===== src/design/bdlp_pkg.sv =====
// Shared types and constants for the button debounce and long-press qualifier.
package bdlp_pkg;

  // Buttons handled, bit order in the level and event vectors
  localparam int unsigned NUM_BTN     = 3;
  localparam int unsigned BTN_INSPECT = 0;
  localparam int unsigned BTN_MODE    = 1;
  localparam int unsigned BTN_POWER   = 2;

  // Field widths
  localparam int unsigned TIME_W = 32;
  localparam int unsigned CFG_W  = 16;
  localparam int unsigned EVT_W  = 2;

  // Stream data widths, padded to whole bytes
  localparam int unsigned IN_DATA_W  = 40;
  localparam int unsigned OUT_DATA_W = 8;

  // Configuration register indexes
  localparam int unsigned CFG_IDX_W = 1;
  localparam logic [CFG_IDX_W-1:0] REG_DEBOUNCE_MS   = 1'b0;
  localparam logic [CFG_IDX_W-1:0] REG_LONG_PRESS_MS = 1'b1;

  // Register reset values
  localparam logic [CFG_W-1:0] DEBOUNCE_MS_RST   = 16'd30;
  localparam logic [CFG_W-1:0] LONG_PRESS_MS_RST = 16'd2000;

  // Event code reported per button
  typedef enum logic [EVT_W-1:0] {
    EVT_NONE  = 2'd0,
    EVT_SHORT = 2'd1,
    EVT_LONG  = 2'd2
  } evt_t;

endpackage


===== src/design/button_debounce_long_press.sv =====
// Top level: three-button debounce with short and long press events.
// Each item is one poll (timestamp and three raw active-low levels) and gives
// exactly one result item with an event code per button. One item is taken
// every clock cycle while the output is not stalled; an item passes an input
// register and then the result register, which holds its result for the output.
// All per-button work (one 32-bit subtract and compare for the debounce time,
// one for the hold time) sits between those two registers, and the button
// state is updated as the item moves into the result register. in_tready stays
// high while the input register is empty or moving on, so a finished result
// may wait in the output register while the next item is taken. Configuration
// writes take effect on the next cycle.
module button_debounce_long_press
  import bdlp_pkg::*;
(
  input  logic                  clk,
  input  logic                  rst_n,
  // poll items
  input  logic                  in_tvalid,
  output logic                  in_tready,
  input  logic [IN_DATA_W-1:0]  in_tdata,   // now_ms[31:0], inspect_level, mode_level,
                                            // power_level, zero pad
  // event items
  output logic                  out_tvalid,
  input  logic                  out_tready,
  output logic [OUT_DATA_W-1:0] out_tdata,  // inspect_event[1:0], mode_event,
                                            // power_event, zero pad
  // configuration writes
  input  logic                  cfg_we,
  input  logic [CFG_IDX_W-1:0]  cfg_index,
  input  logic [CFG_W-1:0]      cfg_wdata
);

  // Configuration registers
  logic [CFG_W-1:0] debounce_r;
  logic [CFG_W-1:0] long_press_r;

  // Input stage
  logic               s1_valid_r;
  logic [TIME_W-1:0]  s1_now_r;
  logic [NUM_BTN-1:0] s1_lvl_r;

  // Result stage
  logic                     out_valid_r;
  logic [NUM_BTN*EVT_W-1:0] out_evt_r;

  // Per-button state
  logic [NUM_BTN-1:0] prev_r;
  logic [NUM_BTN-1:0] stable_r;
  logic [NUM_BTN-1:0] lr_r;
  logic [TIME_W-1:0]  chg_r   [NUM_BTN];
  logic [TIME_W-1:0]  press_r [NUM_BTN];

  // Next-state values
  logic [NUM_BTN-1:0] stable_nxt;
  logic [NUM_BTN-1:0] lr_nxt;
  logic [NUM_BTN-1:0] accept_lvl;
  logic [TIME_W-1:0]  chg_nxt     [NUM_BTN];
  logic [TIME_W-1:0]  press_nxt   [NUM_BTN];
  logic [TIME_W-1:0]  since_chg   [NUM_BTN];
  logic [TIME_W-1:0]  since_press [NUM_BTN];
  evt_t               evt_nxt     [NUM_BTN];
  logic [NUM_BTN*EVT_W-1:0] evt_vec;

  logic advance;
  logic fire;

  // Handshake
  assign advance    = !out_valid_r || out_tready;
  assign fire       = s1_valid_r && advance;
  assign in_tready  = !s1_valid_r || advance;
  assign out_tvalid = out_valid_r;
  assign out_tdata  = {{(OUT_DATA_W - NUM_BTN*EVT_W){1'b0}}, out_evt_r};

  // Configuration write decode
  always_ff @(posedge clk) begin
    if (!rst_n) begin
      debounce_r   <= DEBOUNCE_MS_RST;
      long_press_r <= LONG_PRESS_MS_RST;
    end else if (cfg_we) begin
      unique case (cfg_index)
        REG_DEBOUNCE_MS:   debounce_r   <= cfg_wdata;
        REG_LONG_PRESS_MS: long_press_r <= cfg_wdata;
        default: ;
      endcase
    end
  end

  // Input register
  always_ff @(posedge clk) begin
    if (!rst_n) begin
      s1_valid_r <= 1'b0;
    end else if (in_tready) begin
      s1_valid_r <= in_tvalid;
    end
  end

  always_ff @(posedge clk) begin
    if (in_tready && in_tvalid) begin
      s1_now_r <= in_tdata[TIME_W-1:0];
      s1_lvl_r <= in_tdata[TIME_W +: NUM_BTN];
    end
  end

  // Per-button qualification of the registered poll
  always_comb begin
    for (int b = 0; b < NUM_BTN; b++) begin
      // a level change restarts the debounce time
      chg_nxt[b]    = (s1_lvl_r[b] != prev_r[b]) ? s1_now_r : chg_r[b];
      since_chg[b]  = s1_now_r - chg_nxt[b];
      accept_lvl[b] = since_chg[b] > {{(TIME_W - CFG_W){1'b0}}, debounce_r};

      stable_nxt[b] = stable_r[b];
      press_nxt[b]  = press_r[b];
      lr_nxt[b]     = lr_r[b];
      evt_nxt[b]    = EVT_NONE;

      // stable edge: press records time, release may give a short event
      if (accept_lvl[b] && (s1_lvl_r[b] != stable_r[b])) begin
        stable_nxt[b] = s1_lvl_r[b];
        if (!s1_lvl_r[b]) begin
          press_nxt[b] = s1_now_r;
          lr_nxt[b]    = 1'b0;
        end else if (!lr_r[b]) begin
          evt_nxt[b] = EVT_SHORT;
        end
      end

      // one long event per hold
      since_press[b] = s1_now_r - press_nxt[b];
      if (accept_lvl[b] && !stable_nxt[b] && !lr_nxt[b] &&
          (since_press[b] >= {{(TIME_W - CFG_W){1'b0}}, long_press_r})) begin
        lr_nxt[b]  = 1'b1;
        evt_nxt[b] = EVT_LONG;
      end

      evt_vec[b*EVT_W +: EVT_W] = evt_nxt[b];
    end
  end

  // Button state, updated as the item moves into the result register
  always_ff @(posedge clk) begin
    if (!rst_n) begin
      prev_r   <= '1;
      stable_r <= '1;
      lr_r     <= '0;
      for (int b = 0; b < NUM_BTN; b++) begin
        chg_r[b]   <= '0;
        press_r[b] <= '0;
      end
    end else if (fire) begin
      prev_r   <= s1_lvl_r;
      stable_r <= stable_nxt;
      lr_r     <= lr_nxt;
      for (int b = 0; b < NUM_BTN; b++) begin
        chg_r[b]   <= chg_nxt[b];
        press_r[b] <= press_nxt[b];
      end
    end
  end

  // Result register
  always_ff @(posedge clk) begin
    if (!rst_n) begin
      out_valid_r <= 1'b0;
    end else if (advance) begin
      out_valid_r <= s1_valid_r;
    end
  end

  always_ff @(posedge clk) begin
    if (fire) begin
      out_evt_r <= evt_vec;
    end
  end

  // Checks
  a_long_sets_flag: assert property (@(posedge clk) disable iff (!rst_n)
    (fire && evt_nxt[BTN_INSPECT] == EVT_LONG) |=> lr_r[BTN_INSPECT])
    else $error("long event without long flag set");

  a_short_on_release: assert property (@(posedge clk) disable iff (!rst_n)
    (fire && evt_nxt[BTN_POWER] == EVT_SHORT) |=> stable_r[BTN_POWER])
    else $error("short event while button still held");

  a_no_bad_code: assert property (@(posedge clk) disable iff (!rst_n)
    out_valid_r |-> (out_evt_r[1:0] != 2'b11 && out_evt_r[3:2] != 2'b11 &&
                     out_evt_r[5:4] != 2'b11))
    else $error("undefined event code in result");

  a_state_holds: assert property (@(posedge clk) disable iff (!rst_n)
    !$past(fire) |-> ($stable(stable_r) && $stable(lr_r) && $stable(prev_r)))
    else $error("button state changed without an item");

  a_empty_ready: assert property (@(posedge clk) disable iff (!rst_n)
    !s1_valid_r |-> in_tready)
    else $error("empty input stage not ready");

endmodule

===== config.mk =====
export PLATFORM = sky130hd
export DESIGN_NAME = button_debounce_long_press
export DESIGN_NICKNAME = d
export VERILOG_FILES = /design/src/design/bdlp_pkg.sv /design/src/design/button_debounce_long_press.sv
export SDC_FILE = /design/constraint.sdc
export NUM_CORES = 1
export LEC_CHECK = 0
export CORE_MARGIN = 2
export CORE_UTILIZATION = 60
export DETAILED_ROUTE_END_ITERATION = 10
export DONT_BUFFER_PORTS = 1
export GPL_ROUTABILITY_DRIVEN = 0
export PLACE_DENSITY = 0.8
export SYNTH_ARGS = -nofsm -noshare
export SYNTH_HDL_FRONTEND = slang
export SYNTH_SLANG_ARGS = --single-unit

===== constraint.sdc =====
create_clock -name clk -period 17.81 [get_ports clk]
set_clock_uncertainty 0.2 [all_clocks]
set_input_delay 2.6715 -clock clk [delete_from_list [all_inputs] [get_ports clk]]
set_output_delay 2.6715 -clock clk [all_outputs]
set_load 0.01 [all_outputs]

# Word-level counts from Yosys, hierarchy flattened
# Memories as Yosys holds them, arrays and structs flattened.
# Cells that the tools add are included.
# op_classes
mux	34
n_addsub	6
n_lt_le_gt_ge	6
n_eq_ne	6
reduce_logical	29
bitwise	13
# op_table
cell	count
$mux W32	15
$sub A32 B32 Y32	6
$ge A32 B16 Y1	3
$gt A32 B16 Y1	3
$mux W1	19
$logic_and A1 B1 Y1	14
$reduce_or A3 Y1	3
$logic_not A1 Y1	8
$not A1 Y1	7
$ne A1 B1 Y1	6
$or A1 B1 Y1	6
$reduce_and A2 Y1	2
$logic_or A1 B1 Y1	2
# word_totals
mem_bits_rw	192
elab_cells	111
regBits	84
n_memories	2
out_inout_bits	10
# memory_table
name	words	word_bits	read_ports	rd_clocked_by_memory_dff	write_ports	line	text
chg_r	3	32	3	0	3	button_debounce_long_press.sv:50	logic [TIME_W-1:0] chg_r [NUM_BTN];
press_r	3	32	3	0	3	button_debounce_long_press.sv:51	logic [TIME_W-1:0] press_r [NUM_BTN];

# Depth between registers and ports, before layout
# depth
depth_word	11
mapped_depth	59
depth_no_buf	56

# Least setup slack after synthesis
# No wires, ideal clock.
# synth_path
path_type	register -> register
start	reg s1_lvl_r[2]
end	reg out_evt_r[5], data pin
stages_incl_launch_ff	55
path_buffers	7
required_ns	17.339
path_slack_ns	6.314
arrival_ns	11.025
cell_sequence	edfxtp_1 -> xnor2_1 -> clkbuf_1 -> clkbuf_1 -> buf_1 -> mux2i_1 -> ha_1 -> clkbuf_1 -> nand2_1 -> nor3_1 -> nor2b_1 -> a221oi_1 -> nand2_1 -> xnor2_1 -> ha_1 -> nand4_1 -> nor2_1 -> nand3_1 -> [... 19 more ...] -> nor3_1 -> a21oi_1 -> xnor2_1 -> ha_1 -> a221oi_1 -> o2111ai_1 -> nor4_1 -> o2111ai_1 -> a21oi_1 -> o211ai_1 -> nor4_1 -> o31ai_1 -> nor4bb_1 -> nand4_1 -> nand4b_1 -> or4_1 -> nor4_2 -> a2111oi_0
# synth_between
elab_chain_cells	10
word_cells_on_any_way	18
cone_classes	add/sub (2); order compare (2); eq/ne (2); mux (6); reduce/logical (6)
# synth_lines
item	line	text
start: declaration	button_debounce_long_press.sv:40	logic [NUM_BTN-1:0] s1_lvl_r;
start signal: assignment	button_debounce_long_press.sv:100	s1_lvl_r <= in_tdata[TIME_W +: NUM_BTN];
branches (longest 9 deep; another with $sub A32 B32 Y32)	--	
$logic_and A1 B1 Y1 *	button_debounce_long_press.sv:130	if (accept_lvl[b] && !stable_nxt[b] && !lr_nxt[b] &&
end signal: assignment	button_debounce_long_press.sv:172	out_evt_r <= evt_vec;
end: declaration	button_debounce_long_press.sv:44	logic [NUM_BTN*EVT_W-1:0] out_evt_r;
# Mark *: on every way between the ends.
# A chain may end at the register's enable or synchronous reset.

==> impl_metrics.py <==
metrics = {
    "yosys": {
        "ys_seq_area_share_pct": 29.4,
        "synth_seq_cells": 276,
        "synthAdderAreaFrac_pct": 12.8,
        "synthXorXnorAreaFrac_pct": 5.02,
        "synth-edff-count": 233,
        "syn_area_sq_um": 26700,
        "synthCells": 3204,
        "yosys-mux-area-fraction_pct": 5.56,
        "synth_top_family_by_area": "compound AO/OA/AOI/OAI gates",
        "ys.flop_type": "edfxtp_1",
        "synth_compound_area_share_pct": 22.8,
        "syn_avg_cell_area_sq_um": 8.33,
        "synth-async-reset-ratio_pct": 0,
        "yosys.area_share.simple_pct": 20.4,
        "synth_cell_types": 95,
        "ys_warn_count": 0,
    },
    "sta": {
        "setup_tns_ns": 0,
        "worstMarginPinSlew_ns": 1.12,
        "rsz0062_at_grt": "no",
        "post-route-period-util_pct": 77.9,
        "hold_violations": 0,
        "min_period_ns": 13.88,
        "setup_viol": 0,
        "setup_slack_ns": 3.93,
        "max_freq_mhz": 72.1,
        "relSlewSlack_pct": 25.3,
        "slew_viol_final": 0,
    },
    "cts": {
        "clock-sinks": 276,
        "cts_buffer_depth": 3,
        "postCtsHoldBufs": 0,
        "htree_levels": 2,
        "clk_pin_slew_ns": 0.06,
        "root_buffer": "clkbuf_16",
        "cts_tree": "built",
        "cts_resized": 0,
        "cts_setup_buffers": 0,
        "cts_buffers": 35,
        "clock_latency_ns": 0.58,
    },
    "worst_setup_path": {
        "critPathCaptureType": "register",
        "cpPeakStageDelay_ns": 0.68,
        "rr_startpoint": "s1_lvl_r[2]$_DFFE_PP_",
        "crit_start": "s1_lvl_r[2]$_DFFE_PP_",
        "worstPathArrival_ns": 13.96,
        "worst_setup_path_start_kind": "register",
        "slowest_stage": "nor4_2",
        "cp_max_fo": 52,
        "crit_top_cell": "a21oi_1",
        "crit_type": "register to register",
        "required_ns": 17.89,
    },
    "min_path": {
        "hp-start": "debounce_r[10]$_SDFFE_PN0P_",
        "worstHoldPathType": "register to register",
    },
    "global_route": {
        "grt_antenna_before_repair": 0,
        "grt_pass1_wl_um": 121000,
        "gr-total-overflow": 0,
        "grt_pass1_vias": 23773,
        "grt_max_degree": 97,
        "grt_usage_pct": 32.3,
    },
    "floorplan": {
        "core_sq_um": 44000,
        "die_x_um": 215,
        "dieArea_sq_um": 46200,
        "start_util_pct": 60.6,
        "std_cell_rows": 77,
        "ios": 72,
        "dieHeight_um": 215,
    },
    "power": {
        "cellLeakagePower_nw": 11.7,
        "peakVddDrop_v": 0.0000847,
        "p_per_area_nw_per_um2": 91.0,
    },
    "route": {
        "vias": 24891,
        "drt_iter0_drc": 3013,
        "totalWireLength_um": 76800,
        "drc": 0,
        "wl_per_cell_um": 20.5,
        "ant_nets": 0,
        "dr.pass1.iters": 7,
        "vias_per_cell": 6.65,
    },
    "placed_design": {
        "dp_cells": 3681,
        "hpwl_um": 56300,
        "place_ws_ns": 4.36,
        "io_buffers": 0,
    },
    "flow_run": {
        "drv_cap": 0,
    },
    "layout": {
        "antenna_cells": 0,
        "drive_gt1_share_pct": 4.44,
        "synthToLayoutAreaGrowth_pct": 6.28,
        "finalNonFillerCells": 3744,
        "nets": 3434,
    },
    "outcome": {
        "status": "finished, final reports clean",
    },
}
cells in the final DEF, fill, tap and decap left out, types with 69 or more instances in the layout:
| master | Yosys | layout |
|---|---|---|
| nand2_1 | 357 | 354 |
| nor2_1 | 347 | 347 |
| a21oi_1 | 273 | 273 |
| ha_1 | 243 | 243 |
| edfxtp_1 | 233 | 233 |
| o21ai_0 | 145 | 145 |
| mux2i_1 | 138 | 138 |
| inv_1 | 116 | 116 |
| a21o_1 | 109 | 109 |
| xnor2_1 | 96 | 93 |
| nand2b_1 | 69 | 69 |
critical path, delay by kind of cell, from the launching register on:
family,cells,cell delay [ns]
compound gates,27,5.32
xor+xnor,3,0.43
fa+ha+maj,4,1.03
buf+inv,3,1.01
flops,1,0.53
mux,2,0.62
simple gates,15,4.39
report_power, final:
group          switching, mW  total [mW]  internal (mW)
logic                  0.654        1.07          0.419
registers             0.0313       0.778          0.746
clock network          0.310       0.730          0.420
through the flow:
step,hold slack (ns),power (mW),util (%),cell area [sq um]
after floorplan,0.243,1.59,-,26700
after global placement,0.254,1.78,61.8,27200
after detailed placement,0.259,1.83,61.8,27200
after CTS,0.268,2.56,64.4,28400
after global routing,0.287,2.72,64.4,28400
final,0.266,2.58,64.4,28400
registers in the layout, indices dropped and copies added (netlist names):
signal	count
chg_r	96
press_r	96
s1_now_r	32
debounce_r	16
long_press_r	16
out_evt_r	6
lr_r	3
prev_r	3
s1_lvl_r	3
stable_r	3
out_tvalid	1
s1_valid_r	1
layer usage:
| layer | track usage [%] | share of wire [%] | wire (um) |
|---|---|---|---|
| met5 | 0 | 0 | 0 |
| met4 | 14.9 | 4.9 | 3730 |
| met3 | 5.44 | 8.9 | 6850 |
| met2 | 55.0 | 47 | 35800 |
| met1 | 40.1 | 40 | 30400 |
synthesized netlist by cell type (all sizes together) (12+ instances only):
master,n,area (sq um)
nor2b,65,407
a21oi,274,1380
o22ai,13,81.3
nor4,16,121
ha,243,3040
and3,26,163
nor3,49,257
o21ai,153,766
nand3,62,310
buf,26,123
dfxtp,43,861
clkbuf,129,484
nand4,41,257
a211oi,38,285
inv,117,439
xnor2,96,841
or4,12,93.8
a21boi,39,293
o21a,29,218
maj3,32,320
xor2,57,499
edfxtp,233,7000
or3,18,123
a211o,15,131
a21o,109,818
and2,20,125
o2111ai,13,114
o31ai,19,143
nand2,357,1340
a31oi,43,269
mux2i,138,1380
o21bai,20,150
nor2,347,1300
nand2b,69,432
o211ai,41,308
area by class of cell:
class	count	area [sq um]
tap	592	741
clock inverter	23	243
sequential	276	7860
timing repair buffer	39	293
fill	3635	15700
clock buffer	40	916
multi-input combinational	2652	17900
inverter	122	458
cells by family after synthesis:
logic type                 after synthesis
other                                    1
buffers and inverters                  277
DFF                                    276
muxes                                  147
xor gates and xnor gates               153
adders and majority gates              278
and+or+nand+nor                       1144
AOI/OAI and AO/OA                      928
path summary, 6_finish.rpt:
check                                end  slack [ns]  depth (start not counted)
min          debounce_r[10]$_SDFFE_PN0P_        0.27                          2
max reg2reg   out_evt_r[5]$_SDFFCE_PP1P_        3.93                         54
min reg2reg  debounce_r[10]$_SDFFE_PN0P_        0.27                          2
max           out_evt_r[5]$_SDFFCE_PP1P_        3.93                         54
No activity file was read; power rests on OpenSTA's default activity.
